--- src/hdl/plob_pkg.sv ---
// Shared types and constants of the price-level order book.
package plob_pkg;

    localparam int LEVELS   = 64;
    localparam int IDX_W    = $clog2(LEVELS);
    localparam int CNT_W    = IDX_W + 1;
    localparam int PRICE_W  = 32;
    localparam int QTY_W    = 32;
    localparam int TOT_W    = 40;
    localparam int IN_W     = 72;
    localparam int OUT_W    = 128;

    localparam logic [1:0] ACT_ADD    = 2'd0;
    localparam logic [1:0] ACT_REDUCE = 2'd1;
    localparam logic [1:0] ACT_REMOVE = 2'd2;
    localparam logic [1:0] ACT_QUERY  = 2'd3;

    localparam logic [1:0] ST_OK     = 2'd0;
    localparam logic [1:0] ST_ABSENT = 2'd1;
    localparam logic [1:0] ST_FULL   = 2'd2;

    localparam logic [TOT_W-1:0] TOT_MAX = {TOT_W{1'b1}};

    // Classified command between the front and the back
    typedef struct packed {
        logic               is_add;
        logic               is_reduce;
        logic               is_remove;
        logic               side;
        logic [PRICE_W-1:0] price;
        logic [QTY_W-1:0]   qty;
    } cmd_t;

    // One result item
    typedef struct packed {
        logic [1:0]         status;
        logic [CNT_W-1:0]   ask_cnt;
        logic [CNT_W-1:0]   bid_cnt;
        logic [PRICE_W-1:0] top_ask;
        logic               ask_valid;
        logic [PRICE_W-1:0] top_bid;
        logic               bid_valid;
        logic [TOT_W-1:0]   level_qty;
    } result_t;

endpackage

--- src/hdl/plob_front.sv ---
// Input side: two-entry command queue that decodes each accepted item.
module plob_front
    import plob_pkg::*;
(
    input  logic            clk,
    input  logic            rst_n,
    input  logic            in_valid,
    output logic            in_ready,
    input  logic [1:0]      in_action,
    input  logic            in_side,
    input  logic [PRICE_W-1:0] in_price,
    input  logic [QTY_W-1:0]   in_qty,
    output logic            cmd_valid,
    input  logic            cmd_ready,
    output cmd_t            cmd
);

    cmd_t       q_reg [2];
    logic       wr_ptr_reg, wr_ptr_next;
    logic       rd_ptr_reg, rd_ptr_next;
    logic [1:0] cnt_reg, cnt_next;
    logic       push, pop;
    cmd_t       dec;

    // Decode the action into command flags
    always_comb
    begin
        dec.is_add    = 1'b0;
        dec.is_reduce = 1'b0;
        dec.is_remove = 1'b0;
        unique case (in_action)
            ACT_ADD:    dec.is_add    = 1'b1;
            ACT_REDUCE: dec.is_reduce = 1'b1;
            ACT_REMOVE: dec.is_remove = 1'b1;
            default:    ;
        endcase
        dec.side  = in_side;
        dec.price = in_price;
        dec.qty   = in_qty;
    end

    assign in_ready  = (cnt_reg != 2'd2);
    assign cmd_valid = (cnt_reg != 2'd0);
    assign cmd       = q_reg[rd_ptr_reg];
    assign push      = in_valid & in_ready;
    assign pop       = cmd_valid & cmd_ready;

    always_comb
    begin
        wr_ptr_next = wr_ptr_reg ^ push;
        rd_ptr_next = rd_ptr_reg ^ pop;
        cnt_next    = cnt_reg + {1'b0, push} - {1'b0, pop};
    end

    // Advance the queue pointers
    always_ff @(posedge clk or negedge rst_n)
    begin
        if (!rst_n)
        begin
            wr_ptr_reg <= 1'b0;
            rd_ptr_reg <= 1'b0;
            cnt_reg    <= 2'd0;
        end
        else
        begin
            wr_ptr_reg <= wr_ptr_next;
            rd_ptr_reg <= rd_ptr_next;
            cnt_reg    <= cnt_next;
        end
    end

    // Hold queued payload
    always_ff @(posedge clk)
    begin
        if (push)
        begin
            q_reg[wr_ptr_reg] <= dec;
        end
    end

    a_cnt_max: assert property (@(posedge clk) disable iff (!rst_n) cnt_reg <= 2'd2)
        else $error("queue overfilled");
    a_cnt_track: assert property (@(posedge clk) disable iff (!rst_n)
        (push && !pop) |=> (cnt_reg == $past(cnt_reg) + 2'd1))
        else $error("queue count lost a transfer");
    a_ptr_gap: assert property (@(posedge clk) disable iff (!rst_n)
        (cnt_reg == 2'd0 || cnt_reg == 2'd2) |-> (wr_ptr_reg == rd_ptr_reg))
        else $error("queue pointers out of step");

endmodule

--- config.mk ---
export PLATFORM = sky130hd
export DESIGN_NAME = plob_front
export DESIGN_NICKNAME = d
export VERILOG_FILES = /design/src/hdl/plob_pkg.sv /design/src/hdl/plob_front.sv
export SDC_FILE = /design/constraint.sdc
export NUM_CORES = 1
export LEC_CHECK = 0
export BUFFER_PORTS_ARGS = -buffer_cell sky130_fd_sc_hd__buf_2
export CAP_MARGIN = 20
export CELL_PAD_IN_SITES_DETAIL_PLACEMENT = 1
export CELL_PAD_IN_SITES_GLOBAL_PLACEMENT = 2
export CORE_MARGIN = 1
export CORE_UTILIZATION = 33
export DETAILED_ROUTE_END_ITERATION = 7
export GPL_ROUTABILITY_DRIVEN = 0
export PLACE_DENSITY_LB_ADDON = 0.1
export SYNTH_ARGS = -nofsm -noshare
export SYNTH_HDL_FRONTEND = slang
export SYNTH_SLANG_ARGS = --single-unit
--- constraint.sdc ---
create_clock -name clk -period 3.15 [get_ports clk]
set_input_delay 0.4725 -clock clk [delete_from_list [all_inputs] [get_ports clk]]
set_output_delay 0.4725 -clock clk [all_outputs]
set_load 0.02 [all_outputs]
# Yosys cells after proc, flatten, opt, wreduce, memory -nomap -nowiden
# Memory sizes are Yosys's and may differ from the RTL's.
# Index checks and enable logic that the tools add are counted.
dict set report totals {
  register_bits 4
  latch_bits 0
  ramBits 136
  mem_bits_ro 0
  inputBits 71
  elab_cells 20
  mem_count 1
}
dict set report classes {
  addsub 2
  multipliers 0
  div_mod_pow 0
  n_lt_le_gt_ge 0
  eq_ne 3
  shift 0
  mux 5
  bitwise 4
  reduce_logical 2
}
# memory depth word_bits read_ports rd_clocked_by_memory_dff write_ports line_no
set mem_list {}
lappend mem_list {q_reg 2 68 1 0 1 plob_front.sv:18} ;# cmd_t q_reg [2];
# op n
set ops {}
lappend ops {{1-bit 2-to-1 mux} 5}
lappend ops {{2-bit by 1-bit adder with 2-bit output} 1}
lappend ops {{1-bit AND} 2}
lappend ops {{2-bit by 1-bit equality test with 1-bit output (second input constant)} 1}
lappend ops {{2-bit equality test (second input constant)} 1}
lappend ops {{2-bit logical NOT} 1}
lappend ops {{2-bit inequality test (second input constant)} 1}
lappend ops {{2-bit nonzero test} 1}
lappend ops {{2-bit by 1-bit subtractor with 2-bit output} 1}
lappend ops {{1-bit bitwise XOR} 2}

# Depth between registers and ports, before layout
# Gate-level depths: netlist (run 1).
dict set report logic_depth {
  depth_word 4
  ltp_mapped 5
  mapped_depth_nobuf 5
}

# Worst setup path before layout (run 1)
# Ideal clock, no wire load.
dict set report synth_timing {
  path_type {reg2reg}
  startpoint {register cnt_reg[0]}
  endpoint {memory q_reg[0][0] in the netlist's numbering, enable pin}
  setup_time_ps 434
  arrival_ps 2468
  required_time_ps 2716
  setup_slack_ps 249
  path_stages_with_launch 4
  synth_period_minus_slack_ps 2901
  cell_sequence {dfrtp_1 nand2b_1 and2_1 ha_1}
}
dict set report synth_via {
  elab_chain_len 4
}
# item line_no
set synth_lines {}
lappend synth_lines {{from (decl)} plob_front.sv:21} ;# logic [1:0] cnt_reg, cnt_next;
lappend synth_lines {{from (signal assigned)} plob_front.sv:68} ;# cnt_reg <= cnt_next;
lappend synth_lines {{2-bit inequality test} plob_front.sv:42} ;# assign in_ready = (cnt_reg != 2'd2);
lappend synth_lines {{via in_ready} plob_front.sv:8} ;# output logic in_ready,
lappend synth_lines {{1-bit AND} plob_front.sv:45} ;# assign push = in_valid & in_ready;
lappend synth_lines {{1-bit 2-to-1 mux} plob_front.sv:75} ;# if (push)
lappend synth_lines {{1-bit 2-to-1 mux (implied by the code)} plob_front.sv:77} ;# q_reg[wr_ptr_reg] <= dec;
lappend synth_lines {{to (decl)} plob_front.sv:18}
# The timed path passes the listed nets, and every way through them passes these cells.

==> flow_summary.yaml, run 1 <==
finish:
  fill_cells: 1485
  area_growth_pct: 31.3
  seqCellArea_sq_um: 4190
  antenna_cells: 0
  drive_gt1_frac: 0.603
  largest_reg_flops: 136
  multi_input_area_sq_um: 958
  nNetsFinal: 468
hold_path:
  worstHoldStart: "in_qty[7]"
  hold_path.class: "input port to flop"
logic_synthesis:
  synthMuxAreaShare: 0.155
  synthAdderAreaFrac: 0.00482
  synth_xor_area_frac: 0.00337
  synth_nets: 311
  yosys_warnings: 0
  ys_seq_elements: 140
  synth_cells: 238
  synth-compound-area-share: 0.00602
  seq_area_frac_synth: 0.805
  syn_avg_cell_area_sq_um: 21.8
  synth_cell_type_count: 22
  syn_area_sq_um: 5190
  synthSimpleGateAreaFrac: 0.0123
  synth_top_family_by_area: "multiplexers"
clock_tree:
  cts_sinks: 140
  tritoncts: "yes"
  clock_path_buffers: 2
  cts_buffers: 17
  clkSlewWorstSetupHoldPaths_ns: 0.06
  clock_latency_ns: 0.41
  ctsResizeCount: 0
  root_buffer: "clkbuf_16"
  post-cts-setup-buffers: 0
  cts_htree_levels: 4
detailed_routing:
  drcViolationCount: 0
  avgViaCountPerCell: 4.37
  drt_iter0_markers: 137
  wirelength_um: 10200
  dr.pass1.iters: 4
  routedWlPerCell_um: 16.4
  dr_total_vias: 2706
  postRouteAntennaNets: 0
timing:
  tightest_slew_ns: 0.610
  fmax_ghz: 0.397
  relSlewSlack: 0.593
  timing.final.crit_period_ns: 2.52
  setup_viol: 0
  setup_tns_ns: 0
  finalHoldViolCount: 0
  min_period_over_period: 0.799
  layout_setup_ws_ns: 0.633
  skew_ns: 0.00411
  final_max_slew_viol_count: 0
  rsz0062_at_grt: "no"
floorplanning:
  dieArea_sq_um: 16200
  rows: 45
  die_h_um: 127
  io_pins: 141
  die_w_um: 127
  core_sq_um: 15300
  start_util: 0.340
setup_path:
  startpoint_type: "flop"
  end_kind: "primary output"
  worstReg2RegStart: "cnt_reg[0]"
  cp_data_required_time_ns: 2.68
  worstSetupPathType: "flop to primary output"
  max_stage_delay_ns: 0.77
  slowest_stage: "dfrtp_4"
  crit_path_start: "rd_ptr_reg"
  worstPathCellList: "buf_12, mux2_2, buf_2"
  worst-path-max-fanout: 36
  cp.arrival_ns: 2.04
placed_design:
  port_buffers: 140
  hpwl_um: 6530
  post-place-ws_ns: 1.02
global_routing:
  antenna_found_initial: 0
  grt_pass1_vias: 2880
  grt_pass1_wl_um: 15700
  grt_overflow: 0
  grt_max_degree: 41
  track_usage: 0.136
power_and_ir_drop:
  vdd_drop_max_v: 0.000367
  internal_power_w: 0.00480
  p_sw_w: 0.00212
  p_comb_frac: 0.296
  leakagePower_nw: 2.58
  powerDensity_nw_per_um2: 1010
  pwr-share-clk: 0.306
  switching_share: 0.306
  seqPwrFrac: 0.397
run_status:
  outcome: "completed"
job:
  cap_violations: 0
what timing repair did:
action	CTS	global route
hold buffers	1	0
endpoints found under the setup margin	0	0
hold endpoints to repair	4	0
routing by layer:
layer  part of all wire  vias to the layer above  GRT usage  routed length (um)
met3              0.062                       16     0.0540                 632
met1               0.41                     1359      0.153                4140
met4              0.018                        0     0.0651                 184
li1                   -                     1251          -                   -
met2               0.51                       80      0.224                5190
met5                  0                        -          0                   0
layout make-up:
class | count | share of cell area
multi-input cells | 88 | 0.141
clock inverters | 14 | 0.0294
well taps | 211 | 0.0387
clock buffers | 18 | 0.0629
inverters | 2 | 0.00110
flip-flops and latches | 140 | 0.614
repair buffers | 146 | 0.113
kinds of logic after synthesis:
family	after synthesis
fa+ha+maj	2
xor+xnor	2
mux	68
buf+inv	10
compound gates	4
flops	140
simple gates	12
synthesized netlist by cell type:
master,instances,share of area
or2_2,1,0.0012
dfrtp_1,4,0.019
nand3_1,1,0.00096
mux2_2,58,0.13
ha_1,2,0.0048
and3_1,1,0.0012
edfxtp_1,136,0.79
nand2b_1,1,0.0012
buf_8,1,0.0029
o21ai_0,1,0.00096
inv_1,2,0.0014
mux2_4,10,0.029
a21bo_2,1,0.0019
nand2_1,1,0.00072
buf_6,2,0.0043
and2_1,1,0.0012
buf_2,5,0.0048
a211oi_1,1,0.0014
a32oi_1,1,0.0017
nor2_1,3,0.0022
nor2b_1,3,0.0036
xnor2_1,2,0.0034
cell usage in the layout, fill, tap and decap left out:
| cell | netlist | layout |
|---|---|---|
| edfxtp_1 | 136 | 136 |
| clkbuf_1 | 0 | 1 |
| dfrtp_4 | 0 | 1 |
| clkinv_4 | 0 | 1 |
| a32oi_1 | 1 | 1 |
| ha_4 | 0 | 1 |
| inv_1 | 2 | 2 |
| nor2b_1 | 3 | 3 |
| buf_2 | 5 | 140 |
| clkinvlp_4 | 0 | 2 |
| buf_12 | 0 | 2 |
| mux2_2 | 58 | 58 |
| mux2_4 | 10 | 10 |
| clkbuf_16 | 0 | 17 |
| nor2_1 | 3 | 3 |
| dlygate4sd3_1 | 0 | 1 |
| a211oi_1 | 1 | 1 |
| o21ai_0 | 1 | 1 |
| clkinv_2 | 0 | 3 |
| ha_1 | 2 | 1 |
| dfrtp_1 | 4 | 3 |
| nand2_1 | 1 | 1 |
| clkinv_1 | 0 | 3 |
| and2_1 | 1 | 1 |
| nand3_1 | 1 | 1 |
| a21bo_2 | 1 | 1 |
| bufinv_16 | 0 | 5 |
| xnor2_1 | 2 | 2 |
| nand2b_1 | 1 | 1 |
| and3_4 | 0 | 1 |
| or2_2 | 1 | 1 |
| buf_4 | 0 | 3 |
power groups by stage:
stage | logic (W) | clock network (W) | registers [W]
after floorplan | 0.00152 | 0 | 0.00268
after global placement | 0.00208 | 0 | 0.00278
after detailed placement | 0.00210 | 0 | 0.00280
after CTS | 0.00211 | 0.00217 | 0.00276
after global routing | 0.00221 | 0.00225 | 0.00281
final | 0.00205 | 0.00212 | 0.00275
worst max-delay path: cells and delay by family, from the launching register on:
kind | cells | cell delay (ns)
buffers and inverters | 2 | 0.47
multiplexers | 1 | 0.37
flip-flops | 1 | 0.77
worst paths after layout:
| kind | end | slack (ns) | depth (start not counted) |
|---|---|---|---|
| worst max register to register | q_reg[0][9] | 1.16 | 4 |
| worst min-delay path | q_reg[1][7] | 0.24 | 1 |
| worst max-delay path | cmd[3] | 0.63 | 3 |
| worst min register to register | wr_ptr_reg | 0.65 | 3 |
| max in group asynchronous | rd_ptr_reg | 2.60 | 2 |
| min in group asynchronous | wr_ptr_reg | 0.40 | 2 |
per-stage QoR:
step	cell area, sq um	instances	power, W	hold WS [ns]	util
5_1_grt	6820	619	0.00727	0.219	0.447
4_1_cts	6820	619	0.00704	0.219	0.447
6_report	6820	619	0.00692	0.243	0.447
3_5_place_dp	6180	586	0.00490	0.290	0.405
3_3_place_gp	6180	586	0.00487	0.290	0.405
2_1_floorplan	5190	238	0.00420	0.177	-
(Power assumes the default switching activity.)
==> run 2: changes to the inputs <==
==> constraint.sdc (replaced) <==
create_clock -name clk -period 2.1 [get_ports clk]
set_input_delay 0.315 -clock clk [delete_from_list [all_inputs] [get_ports clk]]
set_output_delay 0.315 -clock clk [all_outputs]
set_load 0.02 [all_outputs]
==> flow_summary.yaml, run 2 (synthesized netlist as in run 1, its figures left out) <==
run_status:
  outcome: "completed"
finish:
  nNetsFinal: 471
  largest_reg_flops: 136
  antenna_cells: 0
  drive_gt1_frac: 0.594
  final_cells: 622
  final_common_cell: "buf_2"
  area_growth_pct: 31.3
  layout_common_cells: "140 x buf_2, 136 x edfxtp_1, 58 x mux2_2"
timing:
  timing.final.crit_period_ns: 2.03
  setup_tns_ns: 0
  rsz0062_at_grt: "no"
  skew_ns: 0.00380
  setup_viol: 0
  tightest_slew_ns: 0.314
  relSlewSlack: 0.791
  final_max_slew_viol_count: 0
  min_period_over_period: 0.967
  fmax_ghz: 0.493
  layout_setup_ws_ns: 0.0697
  finalHoldViolCount: 0
global_routing:
  track_usage: 0.129
  grt_overflow: 0
  grt_max_degree: 44
  grt_pass1_wl_um: 15100
  grt_pass1_vias: 2911
  antenna_found_initial: 1
clock_tree:
  clock_path_buffers: 2
  cts_htree_levels: 4
  cts_sinks: 140
  clkSlewWorstSetupHoldPaths_ns: 0.05
  tritoncts: "yes"
  root_buffer: "clkbuf_16"
  cts_buffers: 17
  clock_latency_ns: 0.41
  post-cts-setup-buffers: 0
placed_design:
  hpwl_um: 6420
  post-place-ws_ns: 0.401
  dp_cells: 589
  port_buffers: 140
floorplanning:
  die_w_um: 127
  dieArea_sq_um: 16200
  start_util: 0.340
  rows: 45
  io_pins: 141
  core_sq_um: 15300
  die_h_um: 127
detailed_routing:
  wl_met1_um: 4040
  avgViaCountPerCell: 4.33
  dr.max_layer_used: "met5"
  dr_total_vias: 2695
  wl_met3_um: 623
  met2_length_um: 5000
  dr.pass1.iters: 4
  postRouteAntennaNets: 0
  wirelength_um: 9800
  routedWlPerCell_um: 15.8
  drt_iter0_markers: 149
  drcViolationCount: 0
setup_path:
  worst-path-max-fanout: 43
  worstPathCellList: "buf_12, mux2_2, buf_2"
  max_stage_delay_ns: 0.43
  worstSetupPathType: "flop to primary output"
  ff2ff_path_depth: 4
  startpoint_type: "flop"
  end_kind: "primary output"
  cp.arrival_ns: 1.72
  slowest_stage: "dfrtp_4"
  cp_data_required_time_ns: 1.78
  rrSetupSlack_ns: 0.42
power_and_ir_drop:
  seqPwrFrac: 0.390
  vdd_drop_max_v: 0.000603
  switching_share: 0.308
  pwr-share-clk: 0.284
  p_comb_frac: 0.325
  internal_power_w: 0.00705
  leakagePower_nw: 2.58
  p_sw_w: 0.00313
  powerDensity_nw_per_um2: 1490
hold_path:
  hold_path.class: "input port to flop"
  min_path_cells: 1
job:
  cap_violations: 0
## run 2: repair_timing
| action | CTS | global route |
|---|---|---|
| resized for setup | 1 | 0 |
| endpoints found under the hold margin | 4 | 0 |
| setup endpoints to repair | 4 | 0 |
| hold buffers | 1 | 0 |
## run 2: routing by layer
| layer | global-route usage | up-vias |
|---|---|---|
| met1 | 0.145 | 1340 |
| met4 | 0.0567 | 2 |
| met2 | 0.211 | 78 |
| met3 | 0.0570 | 12 |
| met5 | 0 | - |
| li1 | - | 1263 |
## run 2: metrics by stage
step                total power [W]  instance area (sq um)  hold WS (ns)   util
finish                       0.0102                   6820        0.0933  0.447
floorplan                   0.00629                   5210        0.0194      -
global placement            0.00740                   6240         0.129  0.409
global route                 0.0107                   6820        0.0657  0.447
detailed placement          0.00744                   6240         0.128  0.409
CTS                          0.0104                   6820        0.0685  0.447
## run 2: worst paths after layout
check,startpoint,endpoint
setup / recovery,rd_ptr_reg,cmd[7]
hold / removal,in_price[26],q_reg[1][58]
setup reg to reg,cnt_reg[0],q_reg[0][15]
hold reg to reg,cnt_reg[0],cnt_reg[0]
max in group asynchronous,rst_n,rd_ptr_reg
min in group asynchronous,rst_n,cnt_reg[0]
## run 2: critical path: cells and delay by family, from the launching register on
| family | cells | cell delay (ns) |
|---|---|---|
| buffers and inverters | 2 | 0.41 |
| flip-flops | 1 | 0.43 |
| multiplexers | 1 | 0.40 |
## run 2: power groups by stage
stage               combinational (W)  sequential (W)  clock [W]
CTS                           0.00342         0.00398    0.00300
floorplan                     0.00231         0.00399          0
global placement              0.00339         0.00400          0
detailed placement            0.00340         0.00404          0
finish                        0.00331         0.00398    0.00290
global route                  0.00357         0.00403    0.00310
## run 2: area by class of cell
class                           instances  area (sq um)
Multi-Input combinational cell         88           958
Fill cell                            1479          8440
Timing Repair Buffer                  149           837
Clock inverter                          9           120
Clock buffer                           23           448
Sequential cell                       140          4190
Inverter                                2          7.51
Tap cell                              211           264
==> run 3: changes to the inputs <==
--- a/config.mk
+++ b/config.mk
@@ -5,15 +5,16 @@
 export SDC_FILE = /design/constraint.sdc
 export NUM_CORES = 1
 export LEC_CHECK = 0
+export ABC_AREA = 1
 export BUFFER_PORTS_ARGS = -buffer_cell sky130_fd_sc_hd__buf_2
 export CAP_MARGIN = 20
 export CELL_PAD_IN_SITES_DETAIL_PLACEMENT = 1
 export CELL_PAD_IN_SITES_GLOBAL_PLACEMENT = 2
 export CORE_MARGIN = 1
-export CORE_UTILIZATION = 33
+export CORE_UTILIZATION = 31
 export DETAILED_ROUTE_END_ITERATION = 7
 export GPL_ROUTABILITY_DRIVEN = 0
-export PLACE_DENSITY_LB_ADDON = 0.1
+export PLACE_DENSITY_LB_ADDON = 0.25
 export SYNTH_ARGS = -nofsm -noshare
 export SYNTH_HDL_FRONTEND = slang
 export SYNTH_SLANG_ARGS = --single-unit
==> flow_summary.yaml, run 3 <==
run_status:
  outcome: "completed"
logic_synthesis:
  synth_edf_count: 136
  yosysMostFrequentCell: "nand2_1"
  synth_nets: 465
  synth_top_area_share: 0.785
  synthMuxAreaShare: 0
  yosys_warnings: 0
  syn_area_sq_um: 5200
  synth_top_family_by_area: "simple AND/OR/NAND/NOR gates"
  ys_seq_elements: 140
  synthSimpleGateAreaFrac: 0.160
  synth_cell_type_count: 13
  synth_xor_area_frac: 0.00168
  synth_area_leaders: "edfxtp_1 78%, nand2_1 15%, dfrtp_1 1.9%"
  ys.flop_type: "edfxtp_1"
  yosys-top-cells-count: "214 x nand2_1, 136 x edfxtp_1, 11 x inv_1, 9 x buf_2, 6 x nor2_1"
  synthAdderAreaFrac: 0.00481
  async_flop_share: 0.0286
  seq_area_frac_synth: 0.804
  synth-compound-area-share: 0.000962
  synth_cells: 392
  syn_avg_cell_area_sq_um: 13.3
  synth_area_leader_cell: "edfxtp_1"
timing:
  tightest_slew_ns: 0.341
  timing.final.crit_period_ns: 1.96
  setup_tns_ns: 0
  skew_ns: 0.00495
  finalHoldViolCount: 0
  min_period_over_period: 0.932
  rsz0062_at_grt: "no"
  setup_viol: 0
  relSlewSlack: 0.770
  final_max_slew_viol_count: 0
  fmax_ghz: 0.511
clock_tree:
  cts_buffers: 17
  postCtsHoldBufs: 1
  clock_latency_ns: 0.40
  post-cts-setup-buffers: 0
  tritoncts: "yes"
  cts_sinks: 140
  clkSlewWorstSetupHoldPaths_ns: 0.05
  clock_path_buffers: 2
  cts_htree_levels: 4
  root_buffer: "clkbuf_16"
  ctsResizeCount: 0
detailed_routing:
  postRouteAntennaNets: 0
  routedWlPerCell_um: 14.6
  drt_iter0_markers: 164
  wirelength_um: 11300
  avgViaCountPerCell: 4.31
  dr.pass1.iters: 4
  drcViolationCount: 0
  dr_total_vias: 3325
finish:
  final_area_sq_um: 6790
  area_growth_pct: 30.5
  seqCellArea_sq_um: 4190
  nNetsFinal: 618
  largest_reg_flops: 136
  final_cells: 772
  final_common_cell: "nand2_1"
  drive_gt1_frac: 0.320
  layout_common_cells: "212 x nand2_1, 140 x buf_2, 136 x edfxtp_1"
  multi_input_area_sq_um: 895
  antenna_cells: 0
  fill_cells: 1732
setup_path:
  startpoint_type: "flop"
  worstPathCellList: "inv_4, buf_4, nand2_1, nand2_1, buf_2"
  worst-path-buf-inv: 3
  cp_data_required_time_ns: 1.78
  worst-path-max-fanout: 22
  critPathMostFrequentCell: "nand2_1"
  ff2ff_path_depth: 5
  slowest_stage: "dfrtp_2"
  cp.arrival_ns: 1.64
  cpLargestDelayFamily: "buffers and inverters"
  end_kind: "primary output"
  crit_path_start: "rd_ptr_reg"
  worstReg2RegStart: "cnt_reg[1]"
  rrSetupSlack_ns: 0.55
  path_depth: 5
  worstSetupPathType: "flop to primary output"
  max_stage_delay_ns: 0.43
  cp-endpoint: "cmd[18]"
  r2r-end: "q_reg[0][31]"
global_routing:
  grt_pass1_vias: 3557
  track_usage: 0.138
  grt_max_degree: 69
  grt_pass1_wl_um: 18100
  grt_overflow: 0
  antenna_found_initial: 1
power_and_ir_drop:
  vdd_drop_max_v: 0.000853
  leakagePower_nw: 2.93
  powerDensity_nw_per_um2: 1550
job:
  cap_violations: 0
floorplanning:
  io_pins: 141
  rows: 46
  dieArea_sq_um: 17300
  die_h_um: 132
  start_util: 0.323
  die_w_um: 132
  core_sq_um: 16100
placed_design:
  hpwl_um: 7300
  dpl_cell_area_sq_um: 6220
  dp_cells: 741
  port_buffers: 140
hold_path:
  hold_path.class: "input port to flop"
==> run 3: report_power, final <==
group | switching, W | internal, W
clock network | 0.00102 | 0.00183
registers | 0.000160 | 0.00382
logic | 0.00259 | 0.00109
total | 0.00377 | 0.00674
==> run 3: how the worst min path moves through the flow <==
| stage | start | endpoint | slack [ns] | cells after the start |
|---|---|---|---|---|
| 2_1_floorplan | rst_n | cnt_reg[0] | 0.02 | 0 |
| 3_3_place_gp | rst_n | wr_ptr_reg | 0.14 | 1 |
| 3_5_place_dp | rst_n | wr_ptr_reg | 0.14 | 1 |
| 4_1_cts | in_price[13] | q_reg[0][45] | 0.08 | 1 |
| 5_1_grt | in_qty[11] | q_reg[1][11] | 0.07 | 1 |
| 6_report | in_qty[11] | q_reg[1][11] | 0.1 | 1 |
==> run 3: cell families (layout without fill, tap and decap cells) <==
group / count (synthesis) / in the layout
AO/OA/AOI/OAI: 1 / 1
adder cells (fa/ha/maj): 2 / 2
buffers and inverters: 27 / 191
flip-flops: 140 / 140
XOR/XNOR: 1 / 1
AND/OR/NAND/NOR: 221 / 221
==> run 3: metrics by stage <==
step | hold WS, ns | setup slack, ns | total power (W) | utilization
3_3_place_gp | 0.135 | 0.553 | 0.00776 | 0.386
2_1_floorplan | 0.0194 | 0.00319 | 0.00642 | -
4_1_cts | 0.0761 | 0.0903 | 0.0107 | 0.421
5_1_grt | 0.0710 | 0.0125 | 0.0112 | 0.421
6_report | 0.0993 | 0.143 | 0.0105 | 0.421
3_5_place_dp | 0.136 | 0.531 | 0.00783 | 0.386
==> run 3: layout make-up <==
cell class	instances	area share
clock inverter	11	0.0188
clock buffer	19	0.0637
multi-input combinational	225	0.132
timing repair buffer	149	0.123
sequential	140	0.616
inverter	12	0.00700
tap	216	0.0398
==> run 3: metal layers <==
layer | global-route usage | wire, um | part of all wire
met1 | 0.163 | 4860 | 0.43
met3 | 0.0502 | 580 | 0.052
met5 | 0 | 13 | 0.0012
met2 | 0.229 | 5650 | 0.50
met4 | 0.0497 | 146 | 0.013
